`src/lr_pkg.sv`:
```
package lr_pkg;

    localparam int COORD_W   = 13;
    localparam int IN_W      = 16;
    localparam int DELTA_W   = COORD_W + 1;
    localparam int DEN_W     = COORD_W + 1;
    localparam int INC_W     = DELTA_W + 1;
    localparam int ERR_W     = DEN_W + 3;
    localparam int COLOR_W   = 32;
    localparam int CFG_IDX_W = 2;
    localparam int MAX_DIM   = 4096;

    localparam int CMD_DEPTH   = 2;
    localparam int CMD_PTR_W   = $clog2(CMD_DEPTH);
    localparam int CMD_CNT_W   = $clog2(CMD_DEPTH + 1);
    localparam int OUT_DEPTH   = 2;
    localparam int OUT_PTR_W   = $clog2(OUT_DEPTH);
    localparam int OUT_CNT_W   = $clog2(OUT_DEPTH + 1);

    localparam logic OP_START = 1'b0;
    localparam logic OP_STEP  = 1'b1;

    localparam logic [CFG_IDX_W-1:0] CFG_WIDTH  = 2'd0;
    localparam logic [CFG_IDX_W-1:0] CFG_HEIGHT = 2'd1;
    localparam logic [CFG_IDX_W-1:0] CFG_COLOR  = 2'd2;

    localparam logic [COORD_W-1:0] WIDTH_RESET  = 13'd640;
    localparam logic [COORD_W-1:0] HEIGHT_RESET = 13'd480;
    localparam logic [COLOR_W-1:0] COLOR_RESET  = 32'hFF00_0000;

    typedef struct packed {
        logic [COORD_W-1:0] width;
        logic [COORD_W-1:0] height;
        logic [COLOR_W-1:0] color;
    } cfg_t;

    typedef struct packed {
        logic                     is_start;
        logic                     walk_on_x;
        logic [COORD_W-1:0]       pos;
        logic [COORD_W-1:0]       stop;
        logic [COORD_W-1:0]       other;
        logic [DEN_W-1:0]         den;
        logic signed [INC_W-1:0]  inc;
    } cmd_t;

    typedef struct packed {
        logic [COORD_W-1:0] x;
        logic [COORD_W-1:0] y;
        logic               in_image;
        logic [COLOR_W-1:0] color;
        logic               last;
    } res_t;

endpackage

```
`src/lr_front.sv`:
```
module lr_front (
    input  logic                                opcode,
    input  logic signed [lr_pkg::IN_W-1:0]      start_x,
    input  logic signed [lr_pkg::IN_W-1:0]      start_y,
    input  logic signed [lr_pkg::IN_W-1:0]      end_x,
    input  logic signed [lr_pkg::IN_W-1:0]      end_y,
    input  lr_pkg::cfg_t                        cfg,
    output lr_pkg::cmd_t                        cmd
);

    function automatic logic [lr_pkg::COORD_W-1:0] clamp_to(
        input logic signed [lr_pkg::IN_W-1:0] v,
        input logic [lr_pkg::COORD_W-1:0]     hi
    );
        logic signed [lr_pkg::IN_W-1:0] hi_ext;
        hi_ext = $signed({{(lr_pkg::IN_W - lr_pkg::COORD_W){1'b0}}, hi});
        if (v < 0)
        begin
            return '0;
        end
        else if (v > hi_ext)
        begin
            return hi;
        end
        else
        begin
            return v[lr_pkg::COORD_W-1:0];
        end
    endfunction

    logic [lr_pkg::COORD_W-1:0]        x1, y1, x2, y2;
    logic [lr_pkg::COORD_W-1:0]        ax, ay, bx, by;
    logic signed [lr_pkg::DELTA_W-1:0] sx, sy, abs_x, abs_y, minor_d;
    logic [lr_pkg::COORD_W-1:0]        major_lo, major_hi, major_d;
    logic                              on_x, swap;

    always_comb
    begin
        x1 = clamp_to(start_x, cfg.width);
        y1 = clamp_to(start_y, cfg.height);
        x2 = clamp_to(end_x, cfg.width);
        y2 = clamp_to(end_y, cfg.height);
        sx = $signed({1'b0, x2}) - $signed({1'b0, x1});
        sy = $signed({1'b0, y2}) - $signed({1'b0, y1});
        abs_x = sx[lr_pkg::DELTA_W-1] ? -sx : sx;
        abs_y = sy[lr_pkg::DELTA_W-1] ? -sy : sy;
        on_x = (x1 != x2) && (abs_x > abs_y);
        swap = on_x ? (x2 < x1) : (y2 < y1);
        ax = swap ? x2 : x1;
        ay = swap ? y2 : y1;
        bx = swap ? x1 : x2;
        by = swap ? y1 : y2;
        major_lo = on_x ? ax : ay;
        major_hi = on_x ? bx : by;
        major_d  = major_hi - major_lo;
        minor_d  = on_x ? ($signed({1'b0, by}) - $signed({1'b0, ay}))
                        : ($signed({1'b0, bx}) - $signed({1'b0, ax}));

        cmd.is_start  = (opcode == lr_pkg::OP_START);
        cmd.walk_on_x = on_x;
        cmd.pos       = major_lo;
        cmd.stop      = major_hi;
        cmd.other     = on_x ? ay : ax;
        cmd.den       = {major_d, 1'b0};
        cmd.inc       = {minor_d, 1'b0};
    end

endmodule

```
`src/lr_cmd_queue.sv`:
```
module lr_cmd_queue (
    input  logic         clk,
    input  logic         rst_n,
    input  logic         wr_en,
    input  lr_pkg::cmd_t wr_cmd,
    input  logic         rd_en,
    output lr_pkg::cmd_t rd_cmd,
    output logic         full,
    output logic         empty
);

    lr_pkg::cmd_t                     mem [lr_pkg::CMD_DEPTH];
    logic [lr_pkg::CMD_PTR_W-1:0]     wr_ptr_reg, wr_ptr_next;
    logic [lr_pkg::CMD_PTR_W-1:0]     rd_ptr_reg, rd_ptr_next;
    logic [lr_pkg::CMD_CNT_W-1:0]     count_reg, count_next;
    logic                             do_wr, do_rd;

    assign full   = (count_reg == lr_pkg::CMD_CNT_W'(lr_pkg::CMD_DEPTH));
    assign empty  = (count_reg == '0);
    assign rd_cmd = mem[rd_ptr_reg];
    assign do_wr  = wr_en && !full;
    assign do_rd  = rd_en && !empty;

    always_comb
    begin
        wr_ptr_next = wr_ptr_reg;
        rd_ptr_next = rd_ptr_reg;
        count_next  = count_reg;
        if (do_wr)
        begin
            wr_ptr_next = (wr_ptr_reg == lr_pkg::CMD_PTR_W'(lr_pkg::CMD_DEPTH - 1))
                          ? '0 : wr_ptr_reg + 1'b1;
        end
        if (do_rd)
        begin
            rd_ptr_next = (rd_ptr_reg == lr_pkg::CMD_PTR_W'(lr_pkg::CMD_DEPTH - 1))
                          ? '0 : rd_ptr_reg + 1'b1;
        end
        if (do_wr && !do_rd)
        begin
            count_next = count_reg + 1'b1;
        end
        else if (do_rd && !do_wr)
        begin
            count_next = count_reg - 1'b1;
        end
    end

    always_ff @(posedge clk or negedge rst_n)
    begin
        if (!rst_n)
        begin
            wr_ptr_reg <= '0;
            rd_ptr_reg <= '0;
            count_reg  <= '0;
        end
        else
        begin
            wr_ptr_reg <= wr_ptr_next;
            rd_ptr_reg <= rd_ptr_next;
            count_reg  <= count_next;
        end
    end

    always_ff @(posedge clk)
    begin
        if (do_wr)
        begin
            mem[wr_ptr_reg] <= wr_cmd;
        end
    end

endmodule

```
`src/lr_back.sv`:
```
module lr_back (
    input  logic         clk,
    input  logic         rst_n,
    input  lr_pkg::cmd_t cmd,
    input  logic         cmd_empty,
    output logic         cmd_pop,
    input  lr_pkg::cfg_t cfg,
    input  logic         pop,
    output logic         empty,
    output lr_pkg::res_t res
);

    logic                              busy_reg, busy_next;
    logic                              walk_on_x_reg, walk_on_x_next;
    logic [lr_pkg::COORD_W-1:0]        pos_reg, pos_next;
    logic [lr_pkg::COORD_W-1:0]        stop_reg, stop_next;
    logic [lr_pkg::COORD_W-1:0]        other_reg, other_next;
    logic [lr_pkg::DEN_W-1:0]          den_reg, den_next;
    logic [lr_pkg::DEN_W-1:0]          rem_reg, rem_next;
    logic signed [lr_pkg::INC_W-1:0]   inc_reg, inc_next;

    lr_pkg::res_t                      out_mem [lr_pkg::OUT_DEPTH];
    logic [lr_pkg::OUT_PTR_W-1:0]      out_wr_reg, out_wr_next;
    logic [lr_pkg::OUT_PTR_W-1:0]      out_rd_reg, out_rd_next;
    logic [lr_pkg::OUT_CNT_W-1:0]      out_count_reg, out_count_next;

    logic                              emits, advance, out_pop, fin;
    logic signed [lr_pkg::ERR_W-1:0]   err_sum, den_ext;
    lr_pkg::res_t                      res_new;

    assign emits   = !cmd.is_start && busy_reg;
    assign advance = !cmd_empty
                     && (!emits || (out_count_reg != lr_pkg::OUT_CNT_W'(lr_pkg::OUT_DEPTH)));
    assign cmd_pop = advance;
    assign out_pop = pop && (out_count_reg != '0);
    assign empty   = (out_count_reg == '0);
    assign res     = out_mem[out_rd_reg];
    assign fin     = (pos_reg >= stop_reg);

    always_comb
    begin
        res_new.x        = walk_on_x_reg ? pos_reg : other_reg;
        res_new.y        = walk_on_x_reg ? other_reg : pos_reg;
        res_new.in_image = (res_new.x < cfg.width) && (res_new.y < cfg.height);
        res_new.color    = cfg.color;
        res_new.last     = fin;
    end

    always_comb
    begin
        den_ext = $signed({{(lr_pkg::ERR_W - lr_pkg::DEN_W){1'b0}}, den_reg});
        err_sum = $signed({{(lr_pkg::ERR_W - lr_pkg::DEN_W){1'b0}}, rem_reg})
                  + {{(lr_pkg::ERR_W - lr_pkg::INC_W){inc_reg[lr_pkg::INC_W-1]}}, inc_reg};

        busy_next      = busy_reg;
        walk_on_x_next = walk_on_x_reg;
        pos_next       = pos_reg;
        stop_next      = stop_reg;
        other_next     = other_reg;
        den_next       = den_reg;
        rem_next       = rem_reg;
        inc_next       = inc_reg;

        if (advance)
        begin
            if (cmd.is_start)
            begin
                busy_next      = 1'b1;
                walk_on_x_next = cmd.walk_on_x;
                pos_next       = cmd.pos;
                stop_next      = cmd.stop;
                other_next     = cmd.other;
                den_next       = cmd.den;
                rem_next       = {1'b0, cmd.den[lr_pkg::DEN_W-1:1]};
                inc_next       = cmd.inc;
            end
            else if (busy_reg)
            begin
                if (fin)
                begin
                    busy_next = 1'b0;
                end
                else
                begin
                    pos_next = pos_reg + 1'b1;
                    if (den_reg != '0)
                    begin
                        if (err_sum >= den_ext)
                        begin
                            rem_next   = lr_pkg::DEN_W'(err_sum - den_ext);
                            other_next = other_reg + 1'b1;
                        end
                        else if (err_sum < 0)
                        begin
                            rem_next   = lr_pkg::DEN_W'(err_sum + den_ext);
                            other_next = other_reg - 1'b1;
                        end
                        else
                        begin
                            rem_next = lr_pkg::DEN_W'(err_sum);
                        end
                    end
                end
            end
        end
    end

    always_comb
    begin
        out_wr_next    = out_wr_reg;
        out_rd_next    = out_rd_reg;
        out_count_next = out_count_reg;
        if (advance && emits)
        begin
            out_wr_next = (out_wr_reg == lr_pkg::OUT_PTR_W'(lr_pkg::OUT_DEPTH - 1))
                          ? '0 : out_wr_reg + 1'b1;
        end
        if (out_pop)
        begin
            out_rd_next = (out_rd_reg == lr_pkg::OUT_PTR_W'(lr_pkg::OUT_DEPTH - 1))
                          ? '0 : out_rd_reg + 1'b1;
        end
        if ((advance && emits) && !out_pop)
        begin
            out_count_next = out_count_reg + 1'b1;
        end
        else if (out_pop && !(advance && emits))
        begin
            out_count_next = out_count_reg - 1'b1;
        end
    end

    always_ff @(posedge clk or negedge rst_n)
    begin
        if (!rst_n)
        begin
            busy_reg      <= 1'b0;
            out_wr_reg    <= '0;
            out_rd_reg    <= '0;
            out_count_reg <= '0;
        end
        else
        begin
            busy_reg      <= busy_next;
            out_wr_reg    <= out_wr_next;
            out_rd_reg    <= out_rd_next;
            out_count_reg <= out_count_next;
        end
    end

    always_ff @(posedge clk)
    begin
        walk_on_x_reg <= walk_on_x_next;
        pos_reg       <= pos_next;
        stop_reg      <= stop_next;
        other_reg     <= other_next;
        den_reg       <= den_next;
        rem_reg       <= rem_next;
        inc_reg       <= inc_next;
        if (advance && emits)
        begin
            out_mem[out_wr_reg] <= res_new;
        end
    end

endmodule

```
`src/line_rasterizer.sv`:
```
// Channel   Direction  Handshake            Payload
// input     in         push / full          opcode, start_x, start_y, end_x, end_y
// result    out        empty / pop          pixel_x, pixel_y, inside_res, color, last
// config    in         cfg_write            cfg_index, cfg_data
//
// Every item is classified as it is accepted and is registered in the command queue
// before the back end sees it. The back end retires one queued item per clock
// while the result buffer has room, so one pixel per clock is sustained while pop
// keeps up. Reset clears the command queue, the result buffer and the busy flag.
// When the two-entry result buffer fills, the back end stalls and the
// two-entry command queue raises full once it holds two items.
module line_rasterizer (
    input  logic                                clk,
    input  logic                                rst_n,
    input  logic                                push,
    output logic                                full,
    input  logic                                opcode,
    input  logic signed [lr_pkg::IN_W-1:0]      start_x,
    input  logic signed [lr_pkg::IN_W-1:0]      start_y,
    input  logic signed [lr_pkg::IN_W-1:0]      end_x,
    input  logic signed [lr_pkg::IN_W-1:0]      end_y,
    output logic                                empty,
    input  logic                                pop,
    output logic [lr_pkg::COORD_W-1:0]          pixel_x,
    output logic [lr_pkg::COORD_W-1:0]          pixel_y,
    output logic                                inside_res,
    output logic [lr_pkg::COLOR_W-1:0]          color,
    output logic                                last,
    input  logic                                cfg_write,
    input  logic [lr_pkg::CFG_IDX_W-1:0]        cfg_index,
    input  logic [lr_pkg::COLOR_W-1:0]          cfg_data
);

    logic [lr_pkg::COORD_W-1:0] width_reg, width_next;
    logic [lr_pkg::COORD_W-1:0] height_reg, height_next;
    logic [lr_pkg::COLOR_W-1:0] color_reg, color_next;
    lr_pkg::cfg_t               cfg;
    lr_pkg::cmd_t               front_cmd, head_cmd;
    lr_pkg::res_t               res;
    logic                       cmd_empty, cmd_pop;

    always_comb
    begin
        width_next  = width_reg;
        height_next = height_reg;
        color_next  = color_reg;
        if (cfg_write)
        begin
            case (cfg_index)
                lr_pkg::CFG_WIDTH:  width_next  = cfg_data[lr_pkg::COORD_W-1:0];
                lr_pkg::CFG_HEIGHT: height_next = cfg_data[lr_pkg::COORD_W-1:0];
                lr_pkg::CFG_COLOR:  color_next  = cfg_data;
                default:            color_next  = color_reg;
            endcase
        end
    end

    always_ff @(posedge clk or negedge rst_n)
    begin
        if (!rst_n)
        begin
            width_reg  <= lr_pkg::WIDTH_RESET;
            height_reg <= lr_pkg::HEIGHT_RESET;
            color_reg  <= lr_pkg::COLOR_RESET;
        end
        else
        begin
            width_reg  <= width_next;
            height_reg <= height_next;
            color_reg  <= color_next;
        end
    end

    always_comb
    begin
        cfg.width  = (32'(width_reg) > lr_pkg::MAX_DIM)
                     ? lr_pkg::COORD_W'(lr_pkg::MAX_DIM) : width_reg;
        cfg.height = (32'(height_reg) > lr_pkg::MAX_DIM)
                     ? lr_pkg::COORD_W'(lr_pkg::MAX_DIM) : height_reg;
        cfg.color  = color_reg;
    end

    lr_front u_front (
        .opcode  (opcode),
        .start_x (start_x),
        .start_y (start_y),
        .end_x   (end_x),
        .end_y   (end_y),
        .cfg     (cfg),
        .cmd     (front_cmd)
    );

    lr_cmd_queue u_queue (
        .clk    (clk),
        .rst_n  (rst_n),
        .wr_en  (push),
        .wr_cmd (front_cmd),
        .rd_en  (cmd_pop),
        .rd_cmd (head_cmd),
        .full   (full),
        .empty  (cmd_empty)
    );

    lr_back u_back (
        .clk       (clk),
        .rst_n     (rst_n),
        .cmd       (head_cmd),
        .cmd_empty (cmd_empty),
        .cmd_pop   (cmd_pop),
        .cfg       (cfg),
        .pop       (pop),
        .empty     (empty),
        .res       (res)
    );

    assign pixel_x    = res.x;
    assign pixel_y    = res.y;
    assign inside_res = res.in_image;
    assign color      = res.color;
    assign last       = res.last;

endmodule

```
`config.mk`:
```
export PLATFORM = sky130hd
export DESIGN_NAME = line_rasterizer
export DESIGN_NICKNAME = d
export VERILOG_FILES = /design/src/lr_pkg.sv /design/src/lr_front.sv /design/src/lr_cmd_queue.sv /design/src/lr_back.sv /design/src/line_rasterizer.sv
export SDC_FILE = /design/constraint.sdc
export NUM_CORES = 1
export LEC_CHECK = 0
export ABC_CLOCK_PERIOD_IN_PS = 30000
export BUFFER_PORTS_ARGS = -buffer_cell sky130_fd_sc_hd__buf_2
export CAP_MARGIN = 40
export CORE_MARGIN = 2
export CORE_UTILIZATION = 60
export CTS_CLUSTER_SIZE = 25
export DETAILED_ROUTE_END_ITERATION = 8
export HOLD_SLACK_MARGIN = 0.05
export PLACE_DENSITY_LB_ADDON = 0.05
export SYNTH_ARGS = -nofsm -noshare
export SYNTH_HDL_FRONTEND = slang
export SYNTH_SLANG_ARGS = --single-unit
```
`constraint.sdc`:
```
create_clock -name clk -period 30 [get_ports clk]
set_input_delay 7.5 -clock clk [delete_from_list [all_inputs] [get_ports clk]]
set_output_delay 7.5 -clock clk [all_outputs]
set_load 0.02 [all_outputs]
```
== Word-level counts from Yosys, hierarchy flattened ==
Memories as Yosys holds them, arrays and structs flattened.
Cells that the tools add are included.
Word-level totals
  register bits: 150
  latch bits: 0
  RAM bits: 256
  ROM bits: 0
  memories kept: 2
Memories
  u_queue.mem: words 2, width 68, rd ports 1, clocked after memory_dff 0, write ports 1, line lr_cmd_queue.sv:12  | lr_pkg::cmd_t mem [lr_pkg::CMD_DEPTH];
  u_back.out_mem: words 2, width 60, rd ports 1, clocked after memory_dff 0, write ports 1, line lr_back.sv:22  | lr_pkg::res_t out_mem [lr_pkg::OUT_DEPTH];
Cells by class
  add/sub/neg operators: 21
  multipliers: 0
  div/mod/pow operators: 0
  magnitude comparators: 18
  equality and inequality tests: 6
  shifts and indexed selects: 0
  multiplexer cells: 53
  bitwise logic cells: 1
  reductions and logical operators: 38
Operator list (number)
  $mux 13: 29
  $mux 14: 8
  $lt 16x1->1 const B: 5
  $gt 16x14->1: 4
  $sub 13x13->14: 4
  $lt 13x13->1: 4
  $neg 14->14: 2
  $add 13x1->13 const B: 2
  $gt 13x13->1 const B: 2
  $add 15x15->16: 1
  $ge 16x15->1: 1
  $add 14x14->14: 1
  $gt 14x14->1: 1
  $reduce_bool 14->1: 1
  $sub 14x14->14: 1
  $ge 13x13->1: 1
  $ne 13x13->1: 1
  $sub 13x1->13 const B: 1
  $sub 13x13->13: 1
  $logic_and 1x1->1: 12
  $mux 1: 12
  $reduce_bool 2->1: 5
  $logic_not 1->1: 8
  $mux 2: 4
  other kinds (15): 26

== Longest topological paths before layout ==
Gate-level depths: netlist (run 1).
  depth in word-level cells: 14
  depth in mapped cells: 60
  gate-level depth less buffers: 53

== By module ==
A second synthesis (run 1) with hierarchy kept.
Unflattened totals
  cells, all modules: 2448
  area, all modules: 26874.5 µm²
By module, submodules not included
  lr_back: instances 1, cells each 947, area an instance 11618.6 µm², seq. area each 6221.0 µm²
  lr_front: instances 1, cells each 1112, area an instance 7289.5 µm², seq. area each 0.0 µm²
  lr_cmd_queue: instances 1, cells each 237, area an instance 5599.1 µm², seq. area each 4304.1 µm²
  line_rasterizer: instances 1, cells each 152, area an instance 2367.3 µm², seq. area each 1468.9 µm²

== Least setup slack after synthesis (run 1) ==
No wires, ideal clock.
  path type: input-to-reg
  from: in end_x[12] (netlist name)
  to: mem u_queue.mem[0][26] (netlist name), data pin
  data arrival time: 17.885 ns
  setup slack: 11.852 ns
  cell stages on the path: 49
  path through: ha_1 -> nand3_1 -> nor4_4 -> o21ai_1 -> a221oi_4 -> clkbuf_1 -> mux2i_1 -> inv_1 -> ha_1 -> nor2b_1 -> o21ai_0 -> nand2b_1 -> a21o_1 -> a21o_1 -> maj3_1 -> a21oi_1 -> o21bai_1 -> a21oi_1 -> (+13 left out) -> clkbuf_1 -> clkbuf_1 -> buf_1 -> a21oi_1 -> mux2i_1 -> ha_1 -> fa_1 -> inv_1 -> a21o_1 -> maj3_1 -> nand2_1 -> o21ai_0 -> a21oi_1 -> nor2_1 -> a221oi_1 -> o21ai_0 -> a21oi_1 -> xnor2_1
RTL lines
  start: declaration: line line_rasterizer.sv:20  | input logic signed [lr_pkg::IN_W-1:0] end_x,
  end: declaration: line lr_cmd_queue.sv:12

==> qor.yml, run 1 <==
synthesis:
  synth_xor_area_frac: 0.0426
  synth_mux_area_frac: 0.134
  yosys.cell_types.count: 74
  yosys.area_share.simple: 0.101
  synth_edf_count: 337
  syn-mean-instance-area_sq_um: 11.0
  synth_compound_area_frac: 0.120
  ys_ff_latch: 404
  synth_area_sq_um: 25500
  synth_top_family_by_area: "multiplexers"
  ys_warn_count: 0
  synthAdderAreaFrac: 0.103
  syn_nets: 2619
  synth_ff_type: "edfxtp_1"
  netlist_instances: 2317
  synth-seq-area-share: 0.463
  ys_async_sr_fraction: 0.166
cts:
  cts_tree: "yes"
  cts_buffers: 42
  hold_buffers: 0
  root_buffer: "clkbuf_16"
  clock_latency_ps: 580
  post_cts_resized: 0
  cts_setup_buffers: 0
  clk_pin_slew_ps: 60
  htreeDepth: 2
  numClockSinks: 404
  cts.path.max_buffers: 3
sta:
  rsz0062_at_grt: "no"
  finalHoldViolations: 0
  worst_pin_slew_ps: 1050
  drv_slew: 0
  fin_crit_ps: 19950
  slew_headroom: 0.297
  setup_viol: 0
  min_period_over_period: 0.665
  tns_ps: 0
  fmaxAchievable_ghz: 0.0501
  finClkSkew_ps: 37.3
die:
  ios: 166
  fp.dieArea_sq_um: 44200
  coreArea_sq_um: 41900
  std_cell_rows: 75
  die_h_um: 210
  start_util: 0.608
  die_w_um: 210
grt:
  grt_pass1_wl_um: 110000
  grt.total_usage: 0.329
  antenna_found_initial: 6
  grt_max_degree: 79
  grt_pass1_vias: 18800
  grt_overflow_total: 0
place:
  place.gp.congestion: 1.00
  port_buffers: 165
  hpwl_um: 54300
worst_setup_path:
  startpoint: "end_x[15]"
  r2r_cells: 49
  cp_max_fo: 72
  startpoint_type: "input port"
  critPathCapture: "u_queue.mem[0][26]"
  cp_slowest_cell: "a221oi_4"
  path_class: "in -> reg"
  cp.required_ps: 30310
  rr_startpoint: "width_reg[12]"
  cp.arrival_ps: 20260
  cpMostUsedCell: "a21oi_1"
  cpPeakStageDelay_ps: 910
  r2r_end: "u_queue.mem[0][26]"
  r2r_setup_slack_ps: 15910
  end_kind: "register"
layout:
  mostFrequentLayoutCells: "edfxtp_1, mux2_2, ha_1"
  nNetsFinal: 2754
  final_layout_size_suffix_gt1_frac: 0.210
  final_common_cell: "edfxtp_1"
  largest_reg_flops: 136
  nFillCells: 3165
  area_growth_syn_to_layout_pct: 11.2
route:
  wirelength_um: 72100
  drc: 0
  wire_per_inst_um: 23.8
  drt-initial-drc-count: 2007
  ant_nets: 0
  vias: 18700
  viasPerCell: 6.20
  dr.pass1.iters: 5
job:
  maxCapViolations: 0
outcome:
  status: "finished, final reports clean"
worst_hold_path:
  hp-class: "reg -> reg"
  whs_path_depth: 0
-- per-layer routing --
metal | global-route usage | part of all wire
met4 | 0.103 | 0.032
met3 | 0.0469 | 0.071
met5 | 0 | 0.00072
met1 | 0.454 | 0.43
met2 | 0.542 | 0.47
-- cells in the mapped netlist (all sizes together), types with 8 or more instances --
cell type | count | share of area
a211oi | 22 | 0.0065
a21o | 42 | 0.012
a21oi | 155 | 0.030
a22oi | 12 | 0.0035
a31oi | 23 | 0.0062
and2 | 8 | 0.0020
buf | 23 | 0.0037
clkbuf | 78 | 0.011
dfrtp | 53 | 0.052
dfstp | 14 | 0.014
edfxtp | 337 | 0.40
ha | 191 | 0.094
inv | 142 | 0.021
maj3 | 10 | 0.0040
mux2 | 200 | 0.088
mux2i | 114 | 0.046
nand2 | 144 | 0.021
nand2b | 28 | 0.0069
nand3 | 35 | 0.0069
nand4 | 22 | 0.0054
nor2 | 173 | 0.025
nor2b | 47 | 0.012
nor3 | 26 | 0.0051
o21a | 17 | 0.0050
o21ai | 102 | 0.020
o21bai | 36 | 0.011
o22ai | 9 | 0.0022
or2 | 25 | 0.0061
or3 | 11 | 0.0029
xnor2 | 80 | 0.028
xor2 | 42 | 0.014
-- per-stage QoR --
stage / cell area [sq um] / hold WS [ps] / worst slack [ps] / util / instances
floorplan: 25500 / 437 / 11850 / - / 2317
global placement: 26800 / 441 / 9990 / 0.639 / 2938
detailed placement: 26900 / 451 / 9700 / 0.642 / 2947
CTS: 28400 / 443 / 10270 / 0.676 / 3023
global route: 28400 / 466 / 9150 / 0.676 / 3024
finish: 28400 / 445 / 10050 / 0.676 / 3025
-- area by class of cell --
cell class                 count  area [sq um]  share of cell area
timing repair buffer         192          1090              0.0385
sequential                   404         11800               0.417
multi-input combinational   1670         12800               0.452
clock buffer                  57          1190              0.0419
clock inverter                19           233             0.00820
antenna                        2          5.00            0.000176
inverter                     142           533              0.0188
tap                          539           674              0.0238
-- kinds of logic after synthesis --
| logic type | after synthesis |
|---|---|
| compound gates | 481 |
| xor+xnor | 122 |
| fa+ha+maj | 208 |
| buf+inv | 243 |
| flops | 404 |
| mux | 314 |
| simple gates | 545 |
-- worst max-delay path, delay by kind of cell --
| family | cells | cell delay (ps) |
|---|---|---|
| mux | 2 | 1090 |
| xor+xnor | 3 | 360 |
| fa+ha+maj | 5 | 1760 |
| buf+inv | 4 | 1680 |
| compound gates | 22 | 5790 |
| simple gates | 11 | 2010 |
-- how the worst min path moves through the flow --
| stage | startpoint | end |
|---|---|---|
| 5_1_grt | color_reg[19] | u_back.out_mem[0][20] |
| 3_3_place_gp | color_reg[5] | u_back.out_mem[0][6] |
| 6_report | color_reg[19] | u_back.out_mem[0][20] |
| 2_1_floorplan | color_reg[9] | u_back.out_mem[0][10] |
| 4_1_cts | color_reg[19] | u_back.out_mem[0][20] |
| 3_5_place_dp | color_reg[23] | u_back.out_mem[1][24] |
Power of run 1 is left out: the tool's default activity adds up to more than one toggle a clock period on the data nets, which glitch-free logic cannot reach.
==> run 2: changes to the inputs <==
- ABC_AREA: default -> 1
- ABC_CLOCK_PERIOD_IN_PS: 30000 -> 16660
- CORE_UTILIZATION: 60 -> 56
- clock period: 30 -> 16.66 ns (I/O delays scaled with it)
==> qor.yml, run 2 <==
sta:
  finalHoldViolations: 0  # unchanged
  tns_ps: 0  # unchanged
  drv_slew: 0  # unchanged
  setup_slack_ps: 3270  # was 10,050 ps
  min_period_over_period: 0.804
  slew_headroom: 0.380  # was 0.297
  whs_ps: 465  # was 445 ps
  rsz0062_at_grt: "no"  # unchanged
  fmaxAchievable_ghz: 0.0747
  setup_viol: 0  # unchanged
  fin_crit_ps: 13390
  finClkSkew_ps: 22.6  # was 37.3 ps
  worst_pin_slew_ps: 917  # was 1050 ps
synthesis:
  yosys.cell_types.count: 59  # was 74
  synth_top_area_frac: 0.389  # was 0.397
  synth_edf_count: 337  # unchanged
  ys_async_sr_fraction: 0.166  # unchanged
  synth.most_common_cell: "nand2_1"  # was edfxtp_1
  synth_area_sq_um: 26000  # was 25,500 sq um
  synth_top_cell_by_area: "edfxtp_1"  # unchanged
  yosys-top-cells-count: "nand2_1, edfxtp_1, inv_1"  # was edfxtp_1, mux2_2, ha_1
  syn_nets: 3430  # was 2,619
  synth.area.top_cells: "edfxtp_1, nand2_1, ha_1"  # was edfxtp_1, ha_1, mux2_2
  ys_warn_count: 0  # unchanged
  syn-mean-instance-area_sq_um: 8.32  # was 11.0 sq um
  synth_ff_type: "edfxtp_1"  # unchanged
  synth-seq-area-share: 0.454  # was 0.463
  ys_ff_latch: 404  # unchanged
  netlist_instances: 3128  # was 2,317
cts:
  clk_pin_slew_ps: 60  # about the same
  clock_latency_ps: 570  # was 580 ps
  hold_buffers: 0  # unchanged
  cts_tree: "yes"  # unchanged
  cts.path.max_buffers: 3  # unchanged
  htreeDepth: 2  # unchanged
  cts_buffers: 42  # unchanged
  numClockSinks: 404  # unchanged
  post_cts_resized: 0  # unchanged
  root_buffer: "clkbuf_16"  # unchanged
  cts_setup_buffers: 0  # unchanged
grt:
  grt_pass1_wl_um: 119000  # was 110,000 um
  grt_overflow_total: 0  # unchanged
  grt.total_usage: 0.325  # was 0.329
  antenna_found_initial: 0  # was 6
  grt_pass1_vias: 20900  # was 18,800
  grt_max_degree: 80  # was 79
layout:
  mostFrequentLayoutCells: "nand2_1, edfxtp_1, inv_1"  # was edfxtp_1, mux2_2, ha_1
  diodes: 0  # was 2
  fin_cells: 3902  # was 3,025
  area_growth_syn_to_layout_pct: 10.7  # was 11.2%
  final_layout_size_suffix_gt1_frac: 0.115  # was 0.210
  nNetsFinal: 3566  # was 2,754
  final_common_cell: "nand2_1"  # was edfxtp_1
  largest_reg_flops: 136  # unchanged
route:
  drt-initial-drc-count: 2391  # was 2,007
  viasPerCell: 5.67  # was 6.20
  vias: 22100  # was 18,700
  ant_nets: 0  # unchanged
  wirelength_um: 77900  # was 72,100 um
  dr.pass1.iters: 6  # was 5
  drc: 0  # unchanged
  wire_per_inst_um: 20.0  # was 23.8 um
place:
  place.gp.congestion: 1.04  # was 1.00
  pre_cts_ws_ps: 2970  # was 9700 ps
  port_buffers: 165  # unchanged
  dp.cells: 3826  # was 2,947
  hpwl_um: 60400  # was 54,300 um
worst_hold_path:
  hp-class: "reg -> reg"  # unchanged
  hp-start: "color_reg[15]"  # was color_reg[19]
  whs_path_depth: 0  # unchanged
worst_setup_path:
  cp.required_ps: 16960  # was 30,310 ps
  end_kind: "register"  # unchanged
  r2r_cells: 48  # was 49
  path_class: "in -> reg"  # unchanged
  cp_max_fo: 79  # was 72
  cpMostUsedCell: "nand2_1"  # was a21oi_1
  cp.arrival_ps: 13690  # was 20,260 ps
  cp_slowest_cell: "nand2_4"  # was a221oi_4
  startpoint_type: "input port"  # unchanged
  startpoint: "end_y[11]"  # was end_x[15]
  cpPeakStageDelay_ps: 600  # was 910 ps
  rr_startpoint: "height_reg[2]"  # was width_reg[12]
die:
  start_util: 0.563  # was 0.608
  ios: 166  # unchanged
  die_w_um: 220  # was 210 um
  die_h_um: 220  # was 210 um
  std_cell_rows: 79  # was 75
  fp.dieArea_sq_um: 48200  # was 44,200 sq um
  coreArea_sq_um: 46300  # was 41,900 sq um
job:
  maxCapViolations: 0  # unchanged
outcome:
  status: "finished, final reports clean"  # unchanged
## run 2: layer usage
layer,up-vias,track usage,wire (um),part of all wire
met2,885,0.523,35500,0.46
met4,0,0.0911,2130,0.027
met1,10400,0.457,34000,0.44
li1,10700,-,-,-
met5,-,0,0,0
met3,125,0.0515,6250,0.080
## run 2: worst paths after layout
path | slack [ps] | end
worst min-delay path | 460 | u_back.out_mem[1][16]
worst min register to register | 460 | u_back.out_mem[1][16]
max in group asynchronous | 12520 | color_reg[24]
min in group asynchronous | 3540 | height_reg[10]
worst max register to register | 5050 | u_queue.mem[1][24]
worst max-delay path | 3270 | u_queue.mem[1][24]
## run 2: cells by family after synthesis
| family | after synthesis | share of synthesized area |
|---|---|---|
| AO/OA/AOI/OAI | 489 | 0.103 |
| XOR/XNOR | 95 | 0.0320 |
| adder cells (fa/ha/maj) | 198 | 0.0972 |
| buffers and inverters | 412 | 0.0625 |
| flip-flops | 404 | 0.454 |
| multiplexers | 21 | 0.00899 |
| AND/OR/NAND/NOR | 1509 | 0.242 |
## run 2: cell type report
cell class | instances | area, sq um
Fill cell | 3955 | 17400
Multi-Input combinational cell | 2312 | 12600
Sequential cell | 404 | 11800
Inverter | 314 | 1180
Clock buffer | 58 | 1140
Timing Repair Buffer | 190 | 1080
Tap cell | 607 | 759
Clock inverter | 17 | 195
## run 2: worst max-delay path, delay by kind of cell
family / cells / cell delay, ps
buffers and inverters: 4 / 850
XOR/XNOR: 3 / 750
AO/OA/AOI/OAI: 12 / 2770
AND/OR/NAND/NOR: 22 / 3600
adder cells (fa/ha/maj): 4 / 1480
## run 2: metrics by stage
| stage | util | cell area, sq um |
|---|---|---|
| 2_1_floorplan | - | 26000 |
| 3_3_place_gp | 0.592 | 27400 |
| 3_5_place_dp | 0.594 | 27500 |
| 4_1_cts | 0.623 | 28800 |
| 5_1_grt | 0.623 | 28800 |
| 6_report | 0.623 | 28800 |
Power of run 2 is left out for the same reason.
==> run 3: changes to the inputs <==
- ABC_CLOCK_PERIOD_IN_PS: 16660 -> 13700
- CORE_UTILIZATION: 56 -> 60
- clock period: 16.66 -> 13.7 ns (I/O delays scaled with it)
==> qor.yml, run 3 (synthesis results as in run 2) <==
worst_setup_path:
  cp_top_family: "simple AND/OR/NAND/NOR gates"  # unchanged
  startpoint_type: "input port"  # unchanged
  cp.arrival_ps: 12620  # was 13,690 ps
  cp.required_ps: 14010  # was 16,960 ps
  worst-path-buf-inv: 8  # was 4
  cpMostUsedCell: "nand2_1"  # unchanged
  path_class: "in -> reg"  # unchanged
  cp_max_fo: 79  # unchanged
  end_kind: "register"  # unchanged
  r2r_cells: 51  # was 48
  cpPeakStageDelay_ps: 470  # was 600 ps
  r2r_setup_slack_ps: 2550  # was 5050 ps
  cp_slowest_cell: "fa_1"  # was nand2_4
  crit_cells: 49  # was 45
place:
  hpwl_um: 60500  # was 60,400 um
  place.gp.congestion: 1.09  # was 1.04
  port_buffers: 165  # unchanged
sta:
  setup_viol: 0  # unchanged
  tns_ps: 0  # unchanged
  finClkSkew_ps: 25.4  # was 22.6 ps
  fmaxAchievable_ghz: 0.0812
  fin_crit_ps: 12310
  finalHoldViolations: 0  # unchanged
  slew_headroom: 0.324  # was 0.380
  drv_slew: 0  # unchanged
  min_period_over_period: 0.899
  rsz0062_at_grt: "no"  # unchanged
  worst_pin_slew_ps: 1000  # was 917 ps
route:
  ant_nets: 0  # unchanged
  wire_per_inst_um: 20.3  # was 20.0 um
  viasPerCell: 5.81  # was 5.67
  dr.pass1.iters: 6  # unchanged
  drc: 0  # unchanged
  drt-initial-drc-count: 2498  # was 2,391
  wirelength_um: 78900  # was 77,900 um
  vias: 22600  # was 22,100
worst_hold_path:
  hp-class: "reg -> reg"  # unchanged
  whs_path_depth: 0  # unchanged
grt:
  antenna_found_initial: 8  # was 0
  grt_pass1_wl_um: 120000  # was 119,000 um
  grt.total_usage: 0.353  # was 0.325
  grt_overflow_total: 0  # unchanged
  grt_pass1_vias: 21400  # was 20,900
  grt_max_degree: 80  # unchanged
cts:
  numClockSinks: 404  # unchanged
  htreeDepth: 2  # unchanged
  hold_buffers: 0  # unchanged
  post_cts_resized: 0  # unchanged
  cts_tree: "yes"  # unchanged
  clk_pin_slew_ps: 60  # about the same
  cts.path.max_buffers: 3  # unchanged
  cts_setup_buffers: 0  # unchanged
  clock_latency_ps: 580  # was 570 ps
  cts_buffers: 41  # was 42
  root_buffer: "clkbuf_16"  # unchanged
die:
  coreArea_sq_um: 43000  # was 46,300 sq um
  die_w_um: 212  # was 220 um
  start_util: 0.606  # was 0.563
  std_cell_rows: 76  # was 79
  fp.dieArea_sq_um: 45100  # was 48,200 sq um
  die_h_um: 212  # was 220 um
  ios: 166  # unchanged
outcome:
  status: "finished, final reports clean"  # unchanged
layout:
  mostFrequentLayoutCells: "nand2_1, edfxtp_1, inv_1"  # unchanged
  area_growth_syn_to_layout_pct: 10.6  # was 10.7%
  largest_reg_flops: 136  # unchanged
  final_common_cell: "nand2_1"  # unchanged
  nNetsFinal: 3565  # was 3,566
  final_layout_size_suffix_gt1_frac: 0.115  # about the same
  nFillCells: 3540  # was 3,955
job:
  maxCapViolations: 0  # unchanged
## run 3: cell types whose count changed in the layout (fill, tap and decap cells not counted), sizes merged
cell,change
clkinvlp,-1
clkinv,+1
buf,+1
clkbuf,+1
inv,-1
diode,+2
## run 3: through the flow
stage | instance area, sq um | hold WS [ps] | instances | setup WS, ps | util
after floorplan | 26000 | 437 | 3128 | 2960 | -
after global placement | 27300 | 440 | 3800 | 1270 | 0.636
after detailed placement | 27400 | 453 | 3805 | 1060 | 0.639
after CTS | 28800 | 468 | 3881 | 1650 | 0.670
after global routing | 28800 | 482 | 3882 | 682 | 0.670
final | 28800 | 471 | 3883 | 1390 | 0.670
## run 3: worst paths after layout
check / startpoint / end
worst min register to register: color_reg[17] / u_back.out_mem[1][18]
min in group asynchronous: rst_n / color_reg[10]
worst min-delay path: color_reg[17] / u_back.out_mem[1][18]
worst max register to register: height_reg[12] / u_queue.mem[0][24]
worst max-delay path: end_y[11] / u_queue.mem[0][24]
max in group asynchronous: rst_n / color_reg[29]
## run 3: worst reg2reg max path, delay by kind of cell (launching register included)
family | cells | cell delay (ps)
buffers and inverters | 7 | 1210
DFF | 1 | 500
xor gates and xnor gates | 2 | 420
and+or+nand+nor | 26 | 4080
AOI/OAI and AO/OA | 12 | 3080
adders and majority gates | 4 | 1590
## run 3: final cells by class
type,instances,area [sq um],share of cell area
Clock buffer,60,1160,0.0402
Clock inverter,16,188,0.00652
Multi-Input combinational cell,2312,12600,0.439
Tap cell,585,732,0.0254
Sequential cell,404,11800,0.410
Antenna cell,2,5.00,0.000174
Inverter,314,1180,0.0409
Timing Repair Buffer,190,1080,0.0374
## run 3: routing by layer
layer / part of all wire / vias up / GRT usage
li1: - / 10700 / -
met1: 0.41 / 10600 / 0.476
met2: 0.46 / 1044 / 0.569
met3: 0.089 / 198 / 0.0625
met4: 0.039 / 12 / 0.139
met5: 0.0010 / - / 0
Power of run 3 is left out for the same reason.
